$ cat config.mk
export PLATFORM = sky130hd
export DESIGN_NAME = fall_alert_controller_unit_flat
export DESIGN_NICKNAME = d
export VERILOG_FILES = /design/src/rtl/core/fac_pkg.sv /design/src/rtl/core/fac_channels.sv /design/src/rtl/core/fac_mag_unit.sv /design/src/rtl/core/fall_alert_controller_unit.sv /design/src/flat_wrapper.sv
export SDC_FILE = /design/constraint.sdc
export NUM_CORES = 1
export LEC_CHECK = 0
export CORE_ASPECT_RATIO = 1.25
export CORE_MARGIN = 4
export CORE_UTILIZATION = 60
export CTS_CLUSTER_SIZE = 25
export DETAILED_ROUTE_END_ITERATION = 16
export DONT_BUFFER_PORTS = 1
export PLACE_DENSITY_LB_ADDON = 0.1
export SLEW_MARGIN = 20
export SYNTH_ARGS = -nofsm -noshare
export SYNTH_HDL_FRONTEND = slang
export SYNTH_HIERARCHICAL = 1
export SYNTH_SLANG_ARGS = --single-unit
$ cat constraint.sdc
create_clock -name clk_i -period 6.4 [get_ports clk_i]
set_clock_uncertainty 0.2 [all_clocks]
set_input_delay 1.92 -clock clk_i [delete_from_list [all_inputs] [get_ports clk_i]]
set_output_delay 1.92 -clock clk_i [all_outputs]
set_load 0.005 [all_outputs]
$ cat src/rtl/core/fac_pkg.sv
// Package of the fall alert controller: widths, register indexes, mode codes, reset settings.
// Depends on nothing.
package fac_pkg;

  localparam int unsigned THR_W     = 32;  // squared magnitude thresholds
  localparam int unsigned TAN_W     = 16;  // tilt tan^2, Q8.8
  localparam int unsigned TICK_W    = 16;  // tick count settings
  localparam int unsigned CFG_W     = 32;
  localparam int unsigned CFG_IDX_W = 3;

  typedef enum logic [CFG_IDX_W-1:0] {
    REG_IMPACT_THR   = 3'd0,
    REG_NORMAL_THR   = 3'd1,
    REG_TILT_TAN_SQ  = 3'd2,
    REG_COUNTDOWN    = 3'd3,
    REG_BLINK_START  = 3'd4,
    REG_BLINK_IVL    = 3'd5,
    REG_NORMAL_HOLD  = 3'd6,
    REG_TILT_IVL     = 3'd7
  } cfg_reg_e;

  localparam logic [1:0] FALL_MODE_MON  = 2'd0;
  localparam logic [1:0] FALL_MODE_CD   = 2'd1;
  localparam logic [1:0] FALL_MODE_SENT = 2'd2;

  localparam logic [THR_W-1:0]  RST_IMPACT_THR  = 32'd67108864;
  localparam logic [THR_W-1:0]  RST_NORMAL_THR  = 32'd9437184;
  localparam logic [TAN_W-1:0]  RST_TILT_TAN_SQ = 16'd256;
  localparam logic [TICK_W-1:0] RST_COUNTDOWN   = 16'd5000;
  localparam logic [TICK_W-1:0] RST_BLINK_START = 16'd3000;
  localparam logic [TICK_W-1:0] RST_BLINK_IVL   = 16'd500;
  localparam logic [TICK_W-1:0] RST_NORMAL_HOLD = 16'd2000;
  localparam logic [TICK_W-1:0] RST_TILT_IVL    = 16'd500;

endpackage

$ cat src/rtl/core/fac_channels.sv
// Valid/ready channel interfaces for tick items and result items.
// Depends on nothing.
interface fac_in_if #(
  parameter int unsigned SAMPLE_WIDTH = 16
);
  logic                           valid;
  logic                           ready;
  logic                           sample_valid;
  logic signed [SAMPLE_WIDTH-1:0] accel_x;
  logic signed [SAMPLE_WIDTH-1:0] accel_y;
  logic signed [SAMPLE_WIDTH-1:0] accel_z;
  logic                           cancel_pressed;
  logic                           drowsy_active;

  modport source (
    output valid, sample_valid, accel_x, accel_y, accel_z, cancel_pressed, drowsy_active,
    input  ready
  );
  modport sink (
    input  valid, sample_valid, accel_x, accel_y, accel_z, cancel_pressed, drowsy_active,
    output ready
  );
endinterface

interface fac_out_if;
  logic       valid;
  logic       ready;
  logic       led_on;
  logic       buzzer_on;
  logic       send_alert;
  logic [1:0] fall_mode;
  logic       tilt_warning;

  modport source (
    output valid, led_on, buzzer_on, send_alert, fall_mode, tilt_warning,
    input  ready
  );
  modport sink (
    input  valid, led_on, buzzer_on, send_alert, fall_mode, tilt_warning,
    output ready
  );
endinterface

$ cat src/rtl/core/fac_mag_unit.sv
// Bit-serial shift-add unit: x^2, y^2+z^2 and tilt_tan_sq*(y^2+z^2).
// Depends on fac_pkg. One multiplier bit per cycle.
module fac_mag_unit #(
  parameter  int unsigned SAMPLE_WIDTH = 16,
  localparam int unsigned XX_W   = 2 * SAMPLE_WIDTH,
  localparam int unsigned YZ_W   = 2 * SAMPLE_WIDTH + 1,
  localparam int unsigned PROD_W = fac_pkg::TAN_W + YZ_W
) (
  input  logic                            clk_i,
  input  logic                            rst_ni,
  input  logic                            start_i,
  input  logic signed [SAMPLE_WIDTH-1:0]  accel_x_i,
  input  logic signed [SAMPLE_WIDTH-1:0]  accel_y_i,
  input  logic signed [SAMPLE_WIDTH-1:0]  accel_z_i,
  input  logic [fac_pkg::TAN_W-1:0]       tilt_tan_sq_i,
  output logic                            done_o,
  output logic [XX_W-1:0]                 xx_o,
  output logic [YZ_W-1:0]                 yz_o,
  output logic [PROD_W-1:0]               prod_o
);
  import fac_pkg::*;

  localparam int unsigned BW    = (SAMPLE_WIDTH > TAN_W) ? SAMPLE_WIDTH : TAN_W;
  localparam int unsigned CNT_W = $clog2(BW);

  typedef enum logic [4:0] {
    PH_IDLE = 5'b00001,
    PH_SQX  = 5'b00010,
    PH_SQY  = 5'b00100,
    PH_SQZ  = 5'b01000,
    PH_TAN  = 5'b10000
  } phase_e;

  function automatic logic [SAMPLE_WIDTH-1:0] mag_abs(logic signed [SAMPLE_WIDTH-1:0] v);
    logic [SAMPLE_WIDTH-1:0] u;
    u = v;
    return u[SAMPLE_WIDTH-1] ? (~u + 1'b1) : u;
  endfunction

  phase_e                  phase_q, phase_d;
  logic [CNT_W-1:0]        cnt_q, cnt_d;
  logic [PROD_W-1:0]       a_q, a_d, acc_q, acc_d, sum;
  logic [BW-1:0]           b_q, b_d;
  logic [SAMPLE_WIDTH-1:0] ay_q, ay_d, az_q, az_d;
  logic [XX_W-1:0]         xx_q, xx_d;
  logic [YZ_W-1:0]         yz_q, yz_d;
  logic [PROD_W-1:0]       prod_q, prod_d;
  logic                    done;

  assign sum = acc_q + (b_q[0] ? a_q : '0);

  always_comb begin
    phase_d = phase_q;
    cnt_d   = cnt_q - 1'b1;
    a_d     = a_q << 1;
    b_d     = b_q >> 1;
    acc_d   = sum;
    ay_d    = ay_q;
    az_d    = az_q;
    xx_d    = xx_q;
    yz_d    = yz_q;
    prod_d  = prod_q;
    done    = 1'b0;
    unique case (phase_q)
      PH_IDLE: begin
        cnt_d = cnt_q;
        a_d   = a_q;
        b_d   = b_q;
        acc_d = acc_q;
        if (start_i) begin
          phase_d = PH_SQX;
          a_d     = PROD_W'(mag_abs(accel_x_i));
          b_d     = BW'(mag_abs(accel_x_i));
          acc_d   = '0;
          cnt_d   = CNT_W'(SAMPLE_WIDTH - 1);
          ay_d    = mag_abs(accel_y_i);
          az_d    = mag_abs(accel_z_i);
        end
      end
      PH_SQX: begin
        if (cnt_q == '0) begin
          xx_d    = sum[XX_W-1:0];
          acc_d   = '0;
          a_d     = PROD_W'(ay_q);
          b_d     = BW'(ay_q);
          cnt_d   = CNT_W'(SAMPLE_WIDTH - 1);
          phase_d = PH_SQY;
        end
      end
      PH_SQY: begin
        // accumulator carries y^2 into the z pass
        if (cnt_q == '0) begin
          a_d     = PROD_W'(az_q);
          b_d     = BW'(az_q);
          cnt_d   = CNT_W'(SAMPLE_WIDTH - 1);
          phase_d = PH_SQZ;
        end
      end
      PH_SQZ: begin
        if (cnt_q == '0) begin
          yz_d    = sum[YZ_W-1:0];
          acc_d   = '0;
          a_d     = PROD_W'(sum[YZ_W-1:0]);
          b_d     = BW'(tilt_tan_sq_i);
          cnt_d   = CNT_W'(TAN_W - 1);
          phase_d = PH_TAN;
        end
      end
      PH_TAN: begin
        if (cnt_q == '0) begin
          prod_d  = sum;
          done    = 1'b1;
          phase_d = PH_IDLE;
        end
      end
      default: phase_d = PH_IDLE;
    endcase
  end

  always_ff @(posedge clk_i or negedge rst_ni) begin
    if (!rst_ni) begin
      phase_q <= PH_IDLE;
      cnt_q   <= '0;
    end else begin
      phase_q <= phase_d;
      cnt_q   <= cnt_d;
    end
  end

  always_ff @(posedge clk_i) begin
    a_q    <= a_d;
    b_q    <= b_d;
    acc_q  <= acc_d;
    ay_q   <= ay_d;
    az_q   <= az_d;
    xx_q   <= xx_d;
    yz_q   <= yz_d;
    prod_q <= prod_d;
  end

  assign done_o = done;
  assign xx_o   = xx_q;
  assign yz_o   = yz_q;
  assign prod_o = prod_q;

endmodule

$ cat src/rtl/core/fall_alert_controller_unit.sv
// Tick with a sample: the bit-serial shift-add unit runs four passes (one multiplier bit per cycle),
// then the compare state (ST_CMP) registers the compares and the update state (ST_EVAL) registers
// the result. Tick without a sample: the unit goes straight from ST_IDLE to ST_EVAL.
// One tick in flight at a time; the next tick is taken in ST_IDLE once the result is registered,
// and ST_EVAL holds while the output stalls.
// Reset (async, active low) restores default settings, monitoring mode and idle timers.
module fall_alert_controller_unit #(
  parameter int unsigned TIMER_WIDTH  = 16,
  parameter int unsigned SAMPLE_WIDTH = 16
) (
  input  logic                          clk_i,
  input  logic                          rst_ni,
  fac_in_if.sink                        in_ch,
  fac_out_if.source                     out_ch,
  input  logic                          cfg_we_i,
  input  logic [fac_pkg::CFG_IDX_W-1:0] cfg_idx_i,
  input  logic [fac_pkg::CFG_W-1:0]     cfg_data_i
);
  import fac_pkg::*;

  localparam int unsigned XX_W   = 2 * SAMPLE_WIDTH;
  localparam int unsigned YZ_W   = 2 * SAMPLE_WIDTH + 1;
  localparam int unsigned MAG_W  = 2 * SAMPLE_WIDTH + 2;
  localparam int unsigned PROD_W = TAN_W + YZ_W;
  localparam int unsigned MCMP_W = (MAG_W > THR_W) ? MAG_W : THR_W;
  localparam int unsigned TCMP_W = (TIMER_WIDTH > TICK_W) ? TIMER_WIDTH : TICK_W;

  typedef enum logic [3:0] {
    ST_IDLE = 4'b0001,
    ST_MUL  = 4'b0010,
    ST_CMP  = 4'b0100,
    ST_EVAL = 4'b1000
  } st_e;

  typedef enum logic [2:0] {
    MODE_MON  = 3'b001,
    MODE_CD   = 3'b010,
    MODE_SENT = 3'b100
  } mode_e;

  typedef logic [TIMER_WIDTH-1:0] tmr_t;

  function automatic tmr_t tmr_inc(tmr_t t);
    return (t == '1) ? t : t + 1'b1;
  endfunction

  function automatic logic tmr_ge(tmr_t t, logic [TICK_W-1:0] c);
    return TCMP_W'(t) >= TCMP_W'(c);
  endfunction

  // settings
  logic [THR_W-1:0]  impact_thr_q, normal_thr_q;
  logic [TAN_W-1:0]  tan_sq_q;
  logic [TICK_W-1:0] countdown_q, blink_start_q, blink_ivl_q, hold_q, tilt_ivl_q;

  always_ff @(posedge clk_i or negedge rst_ni) begin
    if (!rst_ni) begin
      impact_thr_q  <= RST_IMPACT_THR;
      normal_thr_q  <= RST_NORMAL_THR;
      tan_sq_q      <= RST_TILT_TAN_SQ;
      countdown_q   <= RST_COUNTDOWN;
      blink_start_q <= RST_BLINK_START;
      blink_ivl_q   <= RST_BLINK_IVL;
      hold_q        <= RST_NORMAL_HOLD;
      tilt_ivl_q    <= RST_TILT_IVL;
    end else if (cfg_we_i) begin
      unique case (cfg_reg_e'(cfg_idx_i))
        REG_IMPACT_THR:  impact_thr_q  <= cfg_data_i[THR_W-1:0];
        REG_NORMAL_THR:  normal_thr_q  <= cfg_data_i[THR_W-1:0];
        REG_TILT_TAN_SQ: tan_sq_q      <= cfg_data_i[TAN_W-1:0];
        REG_COUNTDOWN:   countdown_q   <= cfg_data_i[TICK_W-1:0];
        REG_BLINK_START: blink_start_q <= cfg_data_i[TICK_W-1:0];
        REG_BLINK_IVL:   blink_ivl_q   <= cfg_data_i[TICK_W-1:0];
        REG_NORMAL_HOLD: hold_q        <= cfg_data_i[TICK_W-1:0];
        REG_TILT_IVL:    tilt_ivl_q    <= cfg_data_i[TICK_W-1:0];
        default: ;
      endcase
    end
  end

  // sequencing
  st_e  st_q, st_d;
  logic in_fire, eval_fire, mul_done;
  logic samp_q, cancel_q, drowsy_q;

  assign in_ch.ready = (st_q == ST_IDLE);
  assign in_fire     = in_ch.valid && in_ch.ready;
  assign eval_fire   = (st_q == ST_EVAL) && (!out_ch.valid || out_ch.ready);

  logic [XX_W-1:0]   xx;
  logic [YZ_W-1:0]   yz;
  logic [PROD_W-1:0] prod;

  fac_mag_unit #(
    .SAMPLE_WIDTH(SAMPLE_WIDTH)
  ) u_mag (
    .clk_i         (clk_i),
    .rst_ni        (rst_ni),
    .start_i       (in_fire && in_ch.sample_valid),
    .accel_x_i     (in_ch.accel_x),
    .accel_y_i     (in_ch.accel_y),
    .accel_z_i     (in_ch.accel_z),
    .tilt_tan_sq_i (tan_sq_q),
    .done_o        (mul_done),
    .xx_o          (xx),
    .yz_o          (yz),
    .prod_o        (prod)
  );

  always_comb begin
    st_d = st_q;
    unique case (st_q)
      ST_IDLE: if (in_fire) st_d = in_ch.sample_valid ? ST_MUL : ST_EVAL;
      ST_MUL:  if (mul_done) st_d = ST_CMP;
      ST_CMP:  st_d = ST_EVAL;
      ST_EVAL: if (eval_fire) st_d = ST_IDLE;
      default: st_d = ST_IDLE;
    endcase
  end

  always_ff @(posedge clk_i) begin
    if (in_fire) begin
      samp_q   <= in_ch.sample_valid;
      cancel_q <= in_ch.cancel_pressed;
      drowsy_q <= in_ch.drowsy_active;
    end
  end

  // sample compares, registered ahead of the tick update
  logic [MAG_W-1:0] mag;
  logic             below_s_q, impact_s_q, tilt_s_q;

  assign mag = MAG_W'(xx) + MAG_W'(yz);

  always_ff @(posedge clk_i) begin
    if (st_q == ST_CMP) begin
      below_s_q  <= MCMP_W'(mag) < MCMP_W'(normal_thr_q);
      impact_s_q <= MCMP_W'(mag) > MCMP_W'(impact_thr_q);
      // all axes zero: tilt only for a zero tan^2 setting
      tilt_s_q   <= (mag == '0) ? (tan_sq_q == '0)
                                : (PROD_W'({xx, 8'h00}) >= prod);
    end
  end

  // tick state
  mode_e mode_q, mode_d;
  tmr_t  cd_q, cd_d, bt_q, bt_d, nt_q, nt_d, tt_q, tt_d;
  logic  ad_q, ad_d, bp_q, bp_d, nr_q, nr_d, bn_q, bn_d, tf_q, tf_d, tl_q, tl_d;
  logic  led, buzz, pulse;

  always_comb begin
    cd_d   = tmr_inc(cd_q);
    bt_d   = tmr_inc(bt_q);
    nt_d   = tmr_inc(nt_q);
    tt_d   = tmr_inc(tt_q);
    mode_d = mode_q;
    ad_d   = ad_q;
    bp_d   = bp_q;
    nr_d   = nr_q;
    bn_d   = bn_q;
    tf_d   = tf_q;
    tl_d   = tl_q;
    led    = 1'b0;
    buzz   = 1'b0;
    pulse  = 1'b0;

    if (samp_q) begin
      bn_d = below_s_q;
      tf_d = tilt_s_q;
      if (mode_q == MODE_MON && impact_s_q) begin
        mode_d = MODE_CD;
        cd_d   = '0;
        ad_d   = 1'b0;
        bp_d   = 1'b0;
        nr_d   = 1'b0;
      end
    end

    priority case (mode_d)
      MODE_CD: begin
        if (cancel_q) begin
          mode_d = MODE_MON;
        end else begin
          if (tmr_ge(cd_d, blink_start_q) && tmr_ge(bt_d, blink_ivl_q)) begin
            bp_d = !bp_d;
            bt_d = '0;
          end
          if (tmr_ge(cd_d, countdown_q)) begin
            if (!ad_d) begin
              pulse = 1'b1;
              ad_d  = 1'b1;
            end
            mode_d = MODE_SENT;
          end
        end
      end
      MODE_SENT: begin
        if (bn_d) begin
          if (!nr_d) begin
            nr_d = 1'b1;
            nt_d = '0;
          end else if (tmr_ge(nt_d, hold_q)) begin
            mode_d = MODE_MON;
            ad_d   = 1'b0;
            nr_d   = 1'b0;
          end
        end else begin
          nr_d = 1'b0;
        end
      end
      default: ;
    endcase

    // fall first, then drowsiness, then tilt blink
    if (mode_d == MODE_CD) begin
      buzz = 1'b1;
      led  = tmr_ge(cd_d, blink_start_q) ? bp_d : 1'b1;
    end else if (drowsy_q) begin
      buzz = 1'b1;
    end else if (tf_d) begin
      if (tmr_ge(tt_d, tilt_ivl_q)) begin
        tl_d = !tl_d;
        tt_d = '0;
      end
      led = tl_d;
    end
  end

  always_ff @(posedge clk_i or negedge rst_ni) begin
    if (!rst_ni) begin
      st_q   <= ST_IDLE;
      mode_q <= MODE_MON;
      cd_q   <= '0;
      bt_q   <= '1;
      nt_q   <= '0;
      tt_q   <= '1;
      ad_q   <= 1'b0;
      bp_q   <= 1'b0;
      nr_q   <= 1'b0;
      bn_q   <= 1'b1;
      tf_q   <= 1'b0;
      tl_q   <= 1'b0;
    end else begin
      st_q <= st_d;
      if (eval_fire) begin
        mode_q <= mode_d;
        cd_q   <= cd_d;
        bt_q   <= bt_d;
        nt_q   <= nt_d;
        tt_q   <= tt_d;
        ad_q   <= ad_d;
        bp_q   <= bp_d;
        nr_q   <= nr_d;
        bn_q   <= bn_d;
        tf_q   <= tf_d;
        tl_q   <= tl_d;
      end
    end
  end

  // output register
  logic       out_valid_q;
  logic       led_q, buzz_q, pulse_q, tilt_q;
  logic [1:0] fmode_q, fmode_d;

  always_comb begin
    unique case (mode_d)
      MODE_CD:   fmode_d = FALL_MODE_CD;
      MODE_SENT: fmode_d = FALL_MODE_SENT;
      default:   fmode_d = FALL_MODE_MON;
    endcase
  end

  always_ff @(posedge clk_i or negedge rst_ni) begin
    if (!rst_ni) begin
      out_valid_q <= 1'b0;
    end else if (eval_fire) begin
      out_valid_q <= 1'b1;
    end else if (out_ch.ready) begin
      out_valid_q <= 1'b0;
    end
  end

  always_ff @(posedge clk_i) begin
    if (eval_fire) begin
      led_q   <= led;
      buzz_q  <= buzz;
      pulse_q <= pulse;
      fmode_q <= fmode_d;
      tilt_q  <= tf_d;
    end
  end

  assign out_ch.valid        = out_valid_q;
  assign out_ch.led_on       = led_q;
  assign out_ch.buzzer_on    = buzz_q;
  assign out_ch.send_alert   = pulse_q;
  assign out_ch.fall_mode    = fmode_q;
  assign out_ch.tilt_warning = tilt_q;

endmodule

$ cat src/flat_wrapper.sv
// flat-port wrapper written by rule: the top's interface ports become plain ports
module fall_alert_controller_unit_flat import fac_pkg::*;
#(
  parameter int unsigned TIMER_WIDTH  = 16,
  parameter int unsigned SAMPLE_WIDTH = 16
)
  (clk_i, rst_ni, cfg_we_i, cfg_idx_i, cfg_data_i, in_ch_valid, in_ch_sample_valid, in_ch_accel_x, in_ch_accel_y, in_ch_accel_z, in_ch_cancel_pressed, in_ch_drowsy_active, in_ch_ready, out_ch_valid, out_ch_led_on, out_ch_buzzer_on, out_ch_send_alert, out_ch_fall_mode, out_ch_tilt_warning, out_ch_ready);
  fac_in_if #(.SAMPLE_WIDTH(SAMPLE_WIDTH)) in_ch_i ();
  fac_out_if out_ch_i ();
  input  logic clk_i;
  input  logic rst_ni;
  input  logic cfg_we_i;
  input  logic [fac_pkg::CFG_IDX_W-1:0] cfg_idx_i;
  input  logic [fac_pkg::CFG_W-1:0] cfg_data_i;
  input wire logic [$bits(in_ch_i.valid)-1:0] in_ch_valid;
  input wire logic [$bits(in_ch_i.sample_valid)-1:0] in_ch_sample_valid;
  input wire logic [$bits(in_ch_i.accel_x)-1:0] in_ch_accel_x;
  input wire logic [$bits(in_ch_i.accel_y)-1:0] in_ch_accel_y;
  input wire logic [$bits(in_ch_i.accel_z)-1:0] in_ch_accel_z;
  input wire logic [$bits(in_ch_i.cancel_pressed)-1:0] in_ch_cancel_pressed;
  input wire logic [$bits(in_ch_i.drowsy_active)-1:0] in_ch_drowsy_active;
  output wire logic [$bits(in_ch_i.ready)-1:0] in_ch_ready;
  output wire logic [$bits(out_ch_i.valid)-1:0] out_ch_valid;
  output wire logic [$bits(out_ch_i.led_on)-1:0] out_ch_led_on;
  output wire logic [$bits(out_ch_i.buzzer_on)-1:0] out_ch_buzzer_on;
  output wire logic [$bits(out_ch_i.send_alert)-1:0] out_ch_send_alert;
  output wire logic [$bits(out_ch_i.fall_mode)-1:0] out_ch_fall_mode;
  output wire logic [$bits(out_ch_i.tilt_warning)-1:0] out_ch_tilt_warning;
  input wire logic [$bits(out_ch_i.ready)-1:0] out_ch_ready;
  assign in_ch_i.valid = in_ch_valid;
  assign in_ch_i.sample_valid = in_ch_sample_valid;
  assign in_ch_i.accel_x = in_ch_accel_x;
  assign in_ch_i.accel_y = in_ch_accel_y;
  assign in_ch_i.accel_z = in_ch_accel_z;
  assign in_ch_i.cancel_pressed = in_ch_cancel_pressed;
  assign in_ch_i.drowsy_active = in_ch_drowsy_active;
  assign in_ch_ready = in_ch_i.ready;
  assign out_ch_valid = out_ch_i.valid;
  assign out_ch_led_on = out_ch_i.led_on;
  assign out_ch_buzzer_on = out_ch_i.buzzer_on;
  assign out_ch_send_alert = out_ch_i.send_alert;
  assign out_ch_fall_mode = out_ch_i.fall_mode;
  assign out_ch_tilt_warning = out_ch_i.tilt_warning;
  assign out_ch_i.ready = out_ch_ready;
  fall_alert_controller_unit #(.TIMER_WIDTH(TIMER_WIDTH), .SAMPLE_WIDTH(SAMPLE_WIDTH)) u_core (.clk_i(clk_i), .rst_ni(rst_ni), .in_ch(in_ch_i), .out_ch(out_ch_i), .cfg_we_i(cfg_we_i), .cfg_idx_i(cfg_idx_i), .cfg_data_i(cfg_data_i));
endmodule
==> results of run 1 <==
[worst max-delay path by stage]
| stage | start | to | cells after the start |
|---|---|---|---|
| 2_1_floorplan | in_ch_valid | u_core/u_mag/phase_q[2]$_DFFE_PN0P_ | 5 |
| 3_3_place_gp | u_core/bt_q[4]$_DFFE_PN1P_ | u_core/bt_q[0]$_DFFE_PN1P_ | 18 |
| 3_5_place_dp | u_core/bt_q[5]$_DFFE_PN1P_ | u_core/bt_q[0]$_DFFE_PN1P_ | 18 |
| 4_1_cts | u_core/bt_q[4]$_DFFE_PN1P_ | u_core/bt_q[0]$_DFFE_PN1P_ | 18 |
| 5_1_grt | u_core/tt_q[4]$_DFFE_PN1P_ | u_core/tt_q[15]$_DFFE_PN1P_ | 16 |
| 6_report | u_core/bt_q[4]$_DFFE_PN1P_ | u_core/bt_q[0]$_DFFE_PN1P_ | 18 |
[kinds of logic (layout without fill, tap and decap cells)]
logic type / count (synthesis) / after routing / synth area share
AO/OA/AOI/OAI: 768 / 768 / 0.156
XOR/XNOR: 169 / 169 / 0.0475
adder cells (fa/ha/maj): 265 / 265 / 0.106
buffers and inverters: 336 / 343 / 0.0416
flip-flops: 519 / 519 / 0.461
multiplexers: 100 / 100 / 0.0355
AND/OR/NAND/NOR: 976 / 976 / 0.152
[worst reg2reg max path: stages (launching register included)]
cell and delay (ps):
dfstp_2 590, and3_1 220, and4_1 260, and4_1 260
nand3_1 270, and4_1 390, and3_1 220, nand3_1 130
xnor2_1 140, ha_1 260, a21o_1 160, a21oi_1 140
nor2b_1 60, o21ai_0 170, nand2b_1 80, a2111oi_1 770
a211oi_4 320, nor4b_1 380, a211o_1 160
[flip-flops by register name, indices dropped and copies added (netlist names), 16 cells and up]
| name | cells |
|---|---|
| u_core/blink_ivl_q | 16 |
| u_core/blink_start_q | 16 |
| u_core/bt_q | 16 |
| u_core/cd_q | 16 |
| u_core/countdown_q | 16 |
| u_core/hold_q | 16 |
| u_core/impact_thr_q | 32 |
| u_core/normal_thr_q | 32 |
| u_core/nt_q | 16 |
| u_core/tan_sq_q | 16 |
| u_core/tilt_ivl_q | 16 |
| u_core/tt_q | 16 |
| u_core/u_mag/a_q | 49 |
| u_core/u_mag/acc_q | 49 |
| u_core/u_mag/ay_q | 16 |
| u_core/u_mag/az_q | 16 |
| u_core/u_mag/b_q | 16 |
| u_core/u_mag/prod_o | 49 |
| u_core/u_mag/xx_o | 32 |
| u_core/u_mag/yz_o | 33 |
[metrics by stage]
step	utilization	cells
floorplan	-	3133
global placement	0.620	3707
detailed placement	0.620	3707
CTS	0.653	3803
global route	0.654	3805
finish	0.654	3805
[layout make-up]
type | count | area, um^2
Multi-Input combinational cell | 2278 | 15700
Clock buffer | 68 | 1450
Tap cell | 665 | 832
Sequential cell | 519 | 14400
Fill cell | 4112 | 17800
Inverter | 224 | 841
Timing Repair Buffer | 23 | 200
Clock inverter | 28 | 259
[placed cells by master (no fill, tap or decap), drive strengths merged, types with 87 or more instances in the layout]
master	n
and2	115
dfrtp	177
nor2	190
ha	263
inv	226
a21oi	198
xnor2	103
edfxtp	272
nand2	345
a21o	87
mux2	89
o21ai	241
[where the power goes]
part	total (uW)	internal, uW	switching (uW)
clock network	3080	1760	1320
registers	5400	4990	409
logic	5470	1960	3510
total	13900	8710	5240
[layer usage]
metal	track usage	up-vias	share of wire
li1	-	11164	-
met1	0.336	11341	0.40
met2	0.471	675	0.50
met3	0.0437	173	0.057
met4	0.109	0	0.044
met5	0	-	0
==> results_tabular.tex, run 1 <==
\begin{tabular}{lr}
\hline
Metric & Value \\
\hline
\multicolumn{2}{l}{\textbf{Outcome}} \\
Run status & complete, no violations \\
\multicolumn{2}{l}{\textbf{CTS}} \\
Number of clock buffers inserted by TritonCTS & 52 \\
TritonCTS Sinks & 519 \\
Clock Tree Buf Depth & 3 \\
Worst-path clk slew & 60 ps \\
Quantity of hold-fixing buffers added after cts & 0 \\
Resized cells post-CTS & 0 \\
CTS H-tree lvls & 2 \\
Clock tree from TritonCTS & built \\
Buffer count from post-CTS setup fixing & 0 \\
Master cell of the clock root buffer & clkbuf\_16 \\
Clock network latency to the later pin of the worst-skew pair & 620 ps \\
\multicolumn{2}{l}{\textbf{Detailed routing}} \\
Average vias per placed instance & 6.14 \\
Number of search-and-repair iterations in the first detailed-routing pass & 5 \\
DRC & 0 \\
Initial detailed-routing violation count & 1997 \\
Via Count & 23353 \\
Average routed wire per standard cell & 20.2 um \\
Remaining number of nets flagged by the antenna check after routing & 0 \\
Aggregate routed wire length & 76700 um \\
\multicolumn{2}{l}{\textbf{Timing}} \\
Unrepaired setup endpoints after global routing & false \\
Post-route worst setup slack & 1180 ps \\
Headroom to the max-slew limit & 0.270 \\
Least-Margin Pin Slew & 1090 ps \\
Final Max Slew Viols & 0 \\
Hold WS & 286 ps \\
Period minus WS final & 5220 ps \\
Maximum achievable frequency & 0.191 GHz \\
Final setup violation count & 0 \\
Final critical-path share of the clock period & 0.816 \\
Count of final hold-check violations & 0 \\
Total Neg Setup Slack & 0 ps \\
\multicolumn{2}{l}{\textbf{Global route}} \\
Antenna violations before repair & 1 \\
Maximum number of pins on one net before global-route repair & 248 \\
Overall routing resource usage & 0.271 \\
Vias in the first global route & 23637 \\
Gr ovfl total & 0 \\
Global-route wire length before repair & 122000 um \\
\multicolumn{2}{l}{\textbf{Setup path}} \\
Slowest cell on the critical path & a2111oi\_1 \\
Data required time of the worst path & 6750 ps \\
Most prevalent standard cell on the critical path & and4\_1 \\
Nature of the critical path startpoint & flop \\
Largest stage delay on the critical path & 770 ps \\
Cell count of the worst reg-to-reg path & 18 \\
Reg2Reg Setup Slack & 1180 ps \\
Setup Crit Path Kind & flop to flop \\
Worst reg2reg startpoint & u\_core/bt\_q[4]\$\_DFFE\_PN1P\_ \\
Critical path's top delay family & simple AND/OR/NAND/NOR gates \\
CP Cell Sequence & and3\_1 -> and4\_1 -> and4\_1 -> nand3\_1 -> and4\_1 -> and3\_1 -> nand3\_1 -> xnor2\_1 -> ha\_1 -> a21o\_1 -> a21oi\_1 -> nor2b\_1 -> o21ai\_0 -> nand2b\_1 -> a2111oi\_1 -> a211oi\_4 -> nor4b\_1 -> a211o\_1 \\
Critical Path AT & 5580 ps \\
Crit Path Max Fanout & 20 \\
Reg-to-Reg End & u\_core/bt\_q[0]\$\_DFFE\_PN1P\_ \\
Category of the worst setup path capture point & flop \\
Count of buffer and inverter cells on the critical path & 0 \\
\multicolumn{2}{l}{\textbf{Logic synthesis}} \\
FF+latch count, synth & 519 \\
Cell types occupying the most area after synthesis & edfxtp\_1 26\%, dfrtp\_1 14\%, ha\_1 11\% \\
Sequential share of the synthesized area & 0.461 \\
Most common cell in the netlist & nand2\_1 \\
Number of flops mapped to enable cells by yosys & 272 \\
Area of the mapped netlist & 0.0313 mm\^{}2 \\
Async set-reset flop share out of synthesis & 0.476 \\
Post-synthesis instance total & 3133 \\
Synth warnings & 6 \\
Syn nets & 3489 \\
Mean post-synth cell area & 9.99 um\^{}2 \\
Commonest register cell after synthesis & edfxtp\_1 \\
Fraction of post-synthesis cell area in the top cell type by area & 0.261 \\
Yosys top cell by area & edfxtp\_1 \\
Count of different cell masters after synthesis & 90 \\
Post-synth top cells & 345 x nand2\_1, 272 x edfxtp\_1, 263 x ha\_1 \\
\multicolumn{2}{l}{\textbf{Placement}} \\
HPWL reported at the end of detailed placement & 56400 um \\
Buffers on Ports & 0 \\
Placed cell area & 0.0319 mm\^{}2 \\
Final weighted congestion in routability-driven placement & 0.930 \\
Dpl ws & 1110 ps \\
\multicolumn{2}{l}{\textbf{Finish}} \\
Share of post-route cells with drive strength above 1 & 0.0975 \\
Ant diodes & 0 \\
Area added between synthesis and finish & 7.64\% \\
Post-layout instance area & 0.0337 mm\^{}2 \\
Number of nets in the finished design & 3454 \\
\multicolumn{2}{l}{\textbf{Die}} \\
Row Count & 93 \\
Initial Utilization & 0.607 \\
Area of the core & 0.0515 mm\^{}2 \\
Die Footprint & 0.0559 mm\^{}2 \\
Die height & 263 um \\
Boundary Pins & 99 \\
Horizontal die dimension & 212 um \\
\multicolumn{2}{l}{\textbf{Pwr}} \\
Total leakage power & 0.0144 uW \\
Maximum resistive drop on vdd & 0.726 mV \\
Power density normalized to cell area & 414 mW/mm\^{}2 \\
Overall power & 13900 uW \\
\multicolumn{2}{l}{\textbf{Min path}} \\
Type of the worst min-delay path & flop to flop \\
Endpoint, Worst Hold & u\_core/tl\_q\$\_DFFE\_PN0P\_ \\
Start point of the worst hold path & u\_core/tl\_q\$\_DFFE\_PN0P\_ \\
Number of cells traversed by the worst hold path & 1 \\
\multicolumn{2}{l}{\textbf{Run}} \\
Max capacitance violation total & 0 \\
\hline
\end{tabular}
(Power assumes the default switching activity.)
==> inputs of run 2 (changes only) <==
--- a/config.mk
+++ b/config.mk
@@ -7,7 +7,7 @@
 export LEC_CHECK = 0
 export CORE_ASPECT_RATIO = 1.25
 export CORE_MARGIN = 4
-export CORE_UTILIZATION = 60
+export CORE_UTILIZATION = 59
 export CTS_CLUSTER_SIZE = 25
 export DETAILED_ROUTE_END_ITERATION = 16
 export DONT_BUFFER_PORTS = 1
==> constraint.sdc (replaced) <==
create_clock -name clk_i -period 4.7 [get_ports clk_i]
set_clock_uncertainty 0.2 [all_clocks]
set_input_delay 1.41 -clock clk_i [delete_from_list [all_inputs] [get_ports clk_i]]
set_output_delay 1.41 -clock clk_i [all_outputs]
set_load 0.005 [all_outputs]
==> results_tabular.tex, run 2 (same netlist as run 1, synthesis figures left out) <==
\begin{tabular}{lr}
\hline
Metric & Value \\
\hline
\multicolumn{2}{l}{\textbf{Outcome}} \\
Run status & complete, no violations \\
\multicolumn{2}{l}{\textbf{Run}} \\
Max capacitance violation total & 0 (unchanged) \\
\multicolumn{2}{l}{\textbf{Timing}} \\
Post-route worst setup slack & 239 ps (-937 ps) \\
Maximum achievable frequency & 0.224 GHz (+17\%) \\
Final setup violation count & 0 (unchanged) \\
Total Neg Setup Slack & 0 ps (unchanged) \\
Headroom to the max-slew limit & 0.328 (+0.0580) \\
Final Max Slew Viols & 0 (unchanged) \\
Least-Margin Pin Slew & 1000 ps (-86.4 ps) \\
Hold WS & 292 ps (+6.26 ps) \\
Count of final hold-check violations & 0 (unchanged) \\
Final critical-path share of the clock period & 0.949 (+0.133) \\
Period minus WS final & 4460 ps (-763 ps) \\
\multicolumn{2}{l}{\textbf{Die}} \\
Row Count & 94 (+1.1\%) \\
Die Footprint & 0.0568 mm\^{}2 (+1.6\%) \\
Horizontal die dimension & 214 um (+0.81\%) \\
Boundary Pins & 99 (unchanged) \\
Die height & 266 um (+0.82\%) \\
Initial Utilization & 0.596 (-0.0118) \\
Area of the core & 0.0526 mm\^{}2 (+2.0\%) \\
\multicolumn{2}{l}{\textbf{Global route}} \\
Vias in the first global route & 23625 (-0.051\%) \\
Overall routing resource usage & 0.275 (+0.00404) \\
Global-route wire length before repair & 127000 um (+3.3\%) \\
Gr ovfl total & 0 (unchanged) \\
Maximum number of pins on one net before global-route repair & 248 (unchanged) \\
Antenna violations before repair & 2 (+1) \\
\multicolumn{2}{l}{\textbf{Detailed routing}} \\
DRC & 0 (unchanged) \\
Remaining number of nets flagged by the antenna check after routing & 0 (unchanged) \\
Initial detailed-routing violation count & 1727 (-14\%) \\
Average routed wire per standard cell & 20.7 um (+2.6\%) \\
Via Count & 23435 (+0.35\%) \\
Aggregate routed wire length & 79500 um (+3.6\%) \\
Average vias per placed instance & 6.10 (-0.59\%) \\
Number of search-and-repair iterations in the first detailed-routing pass & 6 (+1) \\
\multicolumn{2}{l}{\textbf{Finish}} \\
Ant diodes & 0 (unchanged) \\
Total of fill cells in the finished design & 4247 (+3.3\%) \\
Area taken by multi-input logic gates & 0.0158 mm\^{}2 (+0.54\%) \\
Leading cell types in the layout, fill and taps excluded & 345 x nand2\_1, 272 x edfxtp\_1, 263 x ha\_1 \\
Leading cell type in the layout, fill and taps excluded & nand2\_1 \\
Number of nets in the finished design & 3480 (+0.75\%) \\
Area added between synthesis and finish & 8.76\% \\
Storage element area & 0.0144 mm\^{}2 (unchanged) \\
Share of post-route cells with drive strength above 1 & 0.111 (+0.0133) \\
Post-layout instance area & 0.0341 mm\^{}2 (+1.0\%) \\
\multicolumn{2}{l}{\textbf{CTS}} \\
Worst-path clk slew & 60 ps (about the same) \\
Clock Tree Buf Depth & 3 (unchanged) \\
Number of clock buffers inserted by TritonCTS & 53 (+1.9\%) \\
Clock network latency to the later pin of the worst-skew pair & 620 ps (about the same) \\
Clock tree from TritonCTS & built \\
CTS H-tree lvls & 2 (unchanged) \\
TritonCTS Sinks & 519 (unchanged) \\
Master cell of the clock root buffer & clkbuf\_16 \\
\multicolumn{2}{l}{\textbf{Pwr}} \\
Total leakage power & 0.0145 uW (+1.0\%) \\
Maximum resistive drop on vdd & 0.601 mV (-17\%) \\
Power density normalized to cell area & 564 mW/mm\^{}2 (+36\%) \\
Overall power & 19200 uW (+38\%) \\
\multicolumn{2}{l}{\textbf{Setup path}} \\
Critical Path AT & 4630 ps (-950 ps) \\
CP Cell Sequence & and4\_1 -> nand4\_1 -> or4\_1 -> nor2\_1 -> nand3\_1 -> buf\_4 -> nand4\_1 -> nor2\_1 -> xor2\_1 -> ha\_1 -> a21o\_1 -> a21o\_1 -> a21oi\_1 -> o21ai\_0 -> or3\_1 -> a31o\_2 -> o31a\_1 \\
Nature of the critical path startpoint & flop \\
Largest stage delay on the critical path & 570 ps (-200 ps) \\
Setup Crit Path Kind & flop to flop \\
Data required time of the worst path & 4860 ps (-1890 ps) \\
Crit Path Max Fanout & 6 (-70\%) \\
Critical path's top delay family & simple AND/OR/NAND/NOR gates \\
Category of the worst setup path capture point & flop \\
Number of cells on the critical path & 17 (-1) \\
Count of buffer and inverter cells on the critical path & 1 (+1) \\
Cell count of the worst reg-to-reg path & 17 (-1) \\
Slowest cell on the critical path & dfstp\_2 \\
\multicolumn{2}{l}{\textbf{Min path}} \\
Type of the worst min-delay path & input port to asynchronous set/reset pin \\
\multicolumn{2}{l}{\textbf{Placement}} \\
HPWL reported at the end of detailed placement & 58200 um (+3.3\%) \\
Dpl ws & -191 ps (-1300 ps) \\
Placed cell area & 0.0322 mm\^{}2 (+0.81\%) \\
Buffers on Ports & 0 (unchanged) \\
Final weighted congestion in routability-driven placement & 0.919 (-1.1\%) \\
\hline
\end{tabular}
run 2: cell count changes in the layout (fill, tap and decap cells not counted), moves of 3 or more:
cell	delta
clkbuf_8	-4
nor2_2	+3
a2111oi_2	+4
nor2_1	-4
buf_4	+22
clkbuf_1	+5
buf_12	+4
run 2: final timing paths:
| kind | start | slack (ps) | end |
|---|---|---|---|
| worst max-delay path | u_core/tt_q[5]$_DFFE_PN1P_ | 240 | u_core/out_ch.led_on$_DFFE_PP_ |
| worst min-delay path | rst_ni | 290 | u_core/blink_ivl_q[0]$_DFFE_PN0P_ |
| worst max register to register | u_core/tt_q[5]$_DFFE_PN1P_ | 240 | u_core/out_ch.led_on$_DFFE_PP_ |
| worst min register to register | u_core/tl_q$_DFFE_PN0P_ | 290 | u_core/tl_q$_DFFE_PN0P_ |
| max in group asynchronous | rst_ni | 3560 | u_core/normal_thr_q[23]$_DFFE_PN1P_ |
| min in group clk_i | u_core/tl_q$_DFFE_PN0P_ | 290 | u_core/tl_q$_DFFE_PN0P_ |
run 2: layout make-up:
class,instances,area share
timing repair buffer,48,0.0122
clock buffer,70,0.0423
sequential,519,0.424
inverter,224,0.0247
multi-input combinational,2278,0.463
clock inverter,30,0.00918
tap,672,0.0247
run 2: metrics by stage:
stage	std cells	util
2_1_floorplan	3133	-
3_3_place_gp	3741	0.613
3_5_place_dp	3741	0.613
4_1_cts	3841	0.646
5_1_grt	3841	0.648
6_report	3841	0.648
run 2: metal layers:
metal,wire [um],GRT usage
met5,13,0
met2,39500,0.489
met3,4290,0.0404
met4,3180,0.104
met1,32500,0.342
run 2: report_power, final:
group	internal, uW	total (uW)	switching [uW]
sequential	6790	7350	557
clock	2450	4300	1850
combinational	2710	7550	4840
run 2: repair_timing:
item	CTS	global route
setup endpoints to repair	10	42
pin swaps	0	3
gates resized for setup	4	23
hold buffers	0	0
buffers inserted	0	0
run 2: worst reg2reg max path, delay by kind of cell (launching register included):
kind                     cells  cell delay (ps)
AND/OR/NAND/NOR              8             1840
XOR/XNOR                     1              140
adder cells (fa/ha/maj)      1              290
flip-flops                   1              570
buffers and inverters        1              200
AO/OA/AOI/OAI                6              970
==> inputs of run 3 (changes only) <==
--- a/config.mk
+++ b/config.mk
@@ -12,6 +12,7 @@
 export DETAILED_ROUTE_END_ITERATION = 16
 export DONT_BUFFER_PORTS = 1
 export PLACE_DENSITY_LB_ADDON = 0.1
+export RECOVER_POWER = 100
 export SLEW_MARGIN = 20
 export SYNTH_ARGS = -nofsm -noshare
 export SYNTH_HDL_FRONTEND = slang
==> results_tabular.tex, run 3 (same netlist as run 1, synthesis figures left out) <==
\begin{tabular}{lr}
\hline
Metric & Value \\
\hline
\multicolumn{2}{l}{\textbf{Outcome}} \\
Run status & finished with violations \\
Violations in the final reports & capacitance limit, slew limit \\
\multicolumn{2}{l}{\textbf{Die}} \\
Initial Utilization & 0.596 (unchanged) \\
Row Count & 94 (unchanged) \\
Die Footprint & 0.0568 mm\^{}2 (unchanged) \\
Area of the core & 0.0526 mm\^{}2 (unchanged) \\
Die height & 266 um (unchanged) \\
Boundary Pins & 99 (unchanged) \\
Horizontal die dimension & 214 um (unchanged) \\
\multicolumn{2}{l}{\textbf{Timing}} \\
Final critical-path share of the clock period & 0.947 (-0.00211) \\
Least-Margin Pin Slew & 2500 ps (+1500 ps) \\
Headroom to the max-slew limit & -0.668 (-0.996) \\
Total Neg Setup Slack & 0 ps (unchanged) \\
Maximum achievable frequency & 0.225 GHz (+0.22\%) \\
Count of final hold-check violations & 0 (unchanged) \\
Hold WS & 291 ps (-1.11 ps) \\
Period minus WS final & 4450 ps (-9.94 ps) \\
Final Max Slew Viols & 144 (+144) \\
Final setup violation count & 0 (unchanged) \\
\multicolumn{2}{l}{\textbf{Setup path}} \\
Data required time of the worst path & 4870 ps (about the same) \\
Setup Crit Path Kind & flop to flop \\
Nature of the critical path startpoint & flop \\
Slowest cell on the critical path & dfstp\_2 \\
Crit Path Max Fanout & 6 (unchanged) \\
Critical Path AT & 4620 ps (about the same) \\
CP Cell Sequence & and3\_4 -> and4\_4 -> and4\_1 -> nand3\_1 -> and4\_2 -> and3\_1 -> nand3\_1 -> xnor2\_1 -> ha\_1 -> a21o\_1 -> a21oi\_1 -> nor2b\_1 -> o21ai\_1 -> nand2b\_1 -> a2111oi\_2 -> buf\_4 -> a21oi\_1 -> mux2i\_1 -> o31a\_1 \\
Category of the worst setup path capture point & flop \\
Largest stage delay on the critical path & 590 ps (+20 ps) \\
\multicolumn{2}{l}{\textbf{Detailed routing}} \\
Aggregate routed wire length & 79500 um (about the same) \\
Average routed wire per standard cell & 20.7 um (about the same) \\
Remaining number of nets flagged by the antenna check after routing & 0 (unchanged) \\
DRC & 0 (unchanged) \\
Via Count & 23485 (+0.21\%) \\
Initial detailed-routing violation count & 1577 (-8.7\%) \\
Average vias per placed instance & 6.11 (+0.19\%) \\
Number of search-and-repair iterations in the first detailed-routing pass & 5 (-1) \\
\multicolumn{2}{l}{\textbf{Pwr}} \\
Power density normalized to cell area & 565 mW/mm\^{}2 (+0.21\%) \\
Maximum resistive drop on vdd & 0.605 mV (+0.65\%) \\
Total leakage power & 0.0145 uW (-0.27\%) \\
\multicolumn{2}{l}{\textbf{CTS}} \\
Clock Tree Buf Depth & 3 (unchanged) \\
Master cell of the clock root buffer & clkbuf\_16 \\
TritonCTS Sinks & 519 (unchanged) \\
Clock tree from TritonCTS & built \\
CTS H-tree lvls & 2 (unchanged) \\
Worst-path clk slew & 70 ps (about the same) \\
Buffer count from post-CTS setup fixing & 0 (unchanged) \\
Clock network latency to the later pin of the worst-skew pair & 630 ps (about the same) \\
Number of clock buffers inserted by TritonCTS & 53 (unchanged) \\
\multicolumn{2}{l}{\textbf{Placement}} \\
Final weighted congestion in routability-driven placement & 0.919 (unchanged) \\
Buffers on Ports & 0 (unchanged) \\
HPWL reported at the end of detailed placement & 58200 um (unchanged) \\
\multicolumn{2}{l}{\textbf{Global route}} \\
Maximum number of pins on one net before global-route repair & 248 (unchanged) \\
Overall routing resource usage & 0.275 (unchanged) \\
Vias in the first global route & 23625 (unchanged) \\
Gr ovfl total & 0 (unchanged) \\
Global-route wire length before repair & 127000 um (unchanged) \\
Antenna violations before repair & 2 (unchanged) \\
\multicolumn{2}{l}{\textbf{Finish}} \\
Share of post-route cells with drive strength above 1 & 0.106 (-0.00505) \\
Number of nets in the finished design & 3480 (unchanged) \\
Storage element area & 0.0144 mm\^{}2 (unchanged) \\
Layout Utilization & 0.646 (-0.00140) \\
Total of fill cells in the finished design & 4264 (+0.40\%) \\
Leading cell type in the layout, fill and taps excluded & nand2\_1 \\
Area taken by multi-input logic gates & 0.0157 mm\^{}2 (-0.21\%) \\
Area added between synthesis and finish & 8.53\% \\
Leading cell types in the layout, fill and taps excluded & 345 x nand2\_1, 272 x edfxtp\_1, 263 x ha\_1 \\
\multicolumn{2}{l}{\textbf{Run}} \\
Max capacitance violation total & 5 (+5) \\
\multicolumn{2}{l}{\textbf{Min path}} \\
Type of the worst min-delay path & input port to asynchronous set/reset pin \\
\hline
\end{tabular}
run 3: cell count changes in the layout (fill, tap and decap cells not counted), moves of 2 or more:
cell	previous run	this run
nor3_1	34	36
nor3b_1	2	4
buf_4	43	36
and2_0	0	2
clkbuf_1	13	21
nor3_2	4	2
nor3b_2	2	0
and2_1	115	113
run 3: critical path: cells and delay by family (launching register included):
family / cells / cell delay [ps]
AO/OA/AOI/OAI: 6 / 1110
XOR/XNOR: 1 / 140
adder cells (fa/ha/maj): 1 / 260
buffers and inverters: 1 / 170
flip-flops: 1 / 590
multiplexers: 1 / 130
AND/OR/NAND/NOR: 9 / 1570
run 3: where the power goes:
part,internal (uW),switching [uW]
sequential,6800,556
combinational,2700,4840
clock,2450,1860
run 3: final cells by class:
type                            instances  share of cell area
Multi-Input combinational cell       2278               0.463
Timing Repair Buffer                   48              0.0109
Clock inverter                         30             0.00920
Clock buffer                           70              0.0424
Antenna cell                            1           0.0000736
Tap cell                              672              0.0247
Inverter                              224              0.0247
Sequential cell                       519               0.425
run 3: final timing paths:
| path | endpoint | slack, ps | cells past startpoint | start |
|---|---|---|---|---|
| max | u_core/out_ch.led_on$_DFFE_PP_ | 250 | 19 | u_core/bt_q[4]$_DFFE_PN1P_ |
| min | u_core/blink_ivl_q[0]$_DFFE_PN0P_ | 290 | 0 | rst_ni |
| max reg2reg | u_core/out_ch.led_on$_DFFE_PP_ | 250 | 19 | u_core/bt_q[4]$_DFFE_PN1P_ |
| min reg2reg | u_core/tl_q$_DFFE_PN0P_ | 290 | 1 | u_core/tl_q$_DFFE_PN0P_ |
| max in group asynchronous | u_core/normal_thr_q[23]$_DFFE_PN1P_ | 3540 | 0 | rst_ni |
| min in group clk_i | u_core/tl_q$_DFFE_PN0P_ | 290 | 1 | u_core/tl_q$_DFFE_PN0P_ |
run 3: metal layers:
metal  routed length, um  share of wire  up-vias  track usage
met2               39600           0.50      664        0.489
met4                3090          0.039        2        0.104
li1                    -              -    11225            -
met1               32600           0.41    11419        0.342
met3                4180          0.053      175       0.0404
met5                  13        0.00016        -            0
run 3: through the flow:
stage	power [uW]	cell area, um^2	cells	setup WS, ps
detailed placement	14900	32200	3741	-191
global placement	14600	32200	3741	-226
CTS	19200	34000	3841	50.4
global route	20400	34000	3841	-10.7
finish	19200	34000	3842	249
floorplan	12500	31300	3133	218
run 3: what timing repair did:
| item | CTS | global route |
|---|---|---|
| setup endpoints to repair | 10 | 42 |
| gates resized for setup | 4 | 23 |
| pin swaps | 0 | 3 |
| hold buffers | 0 | 0 |
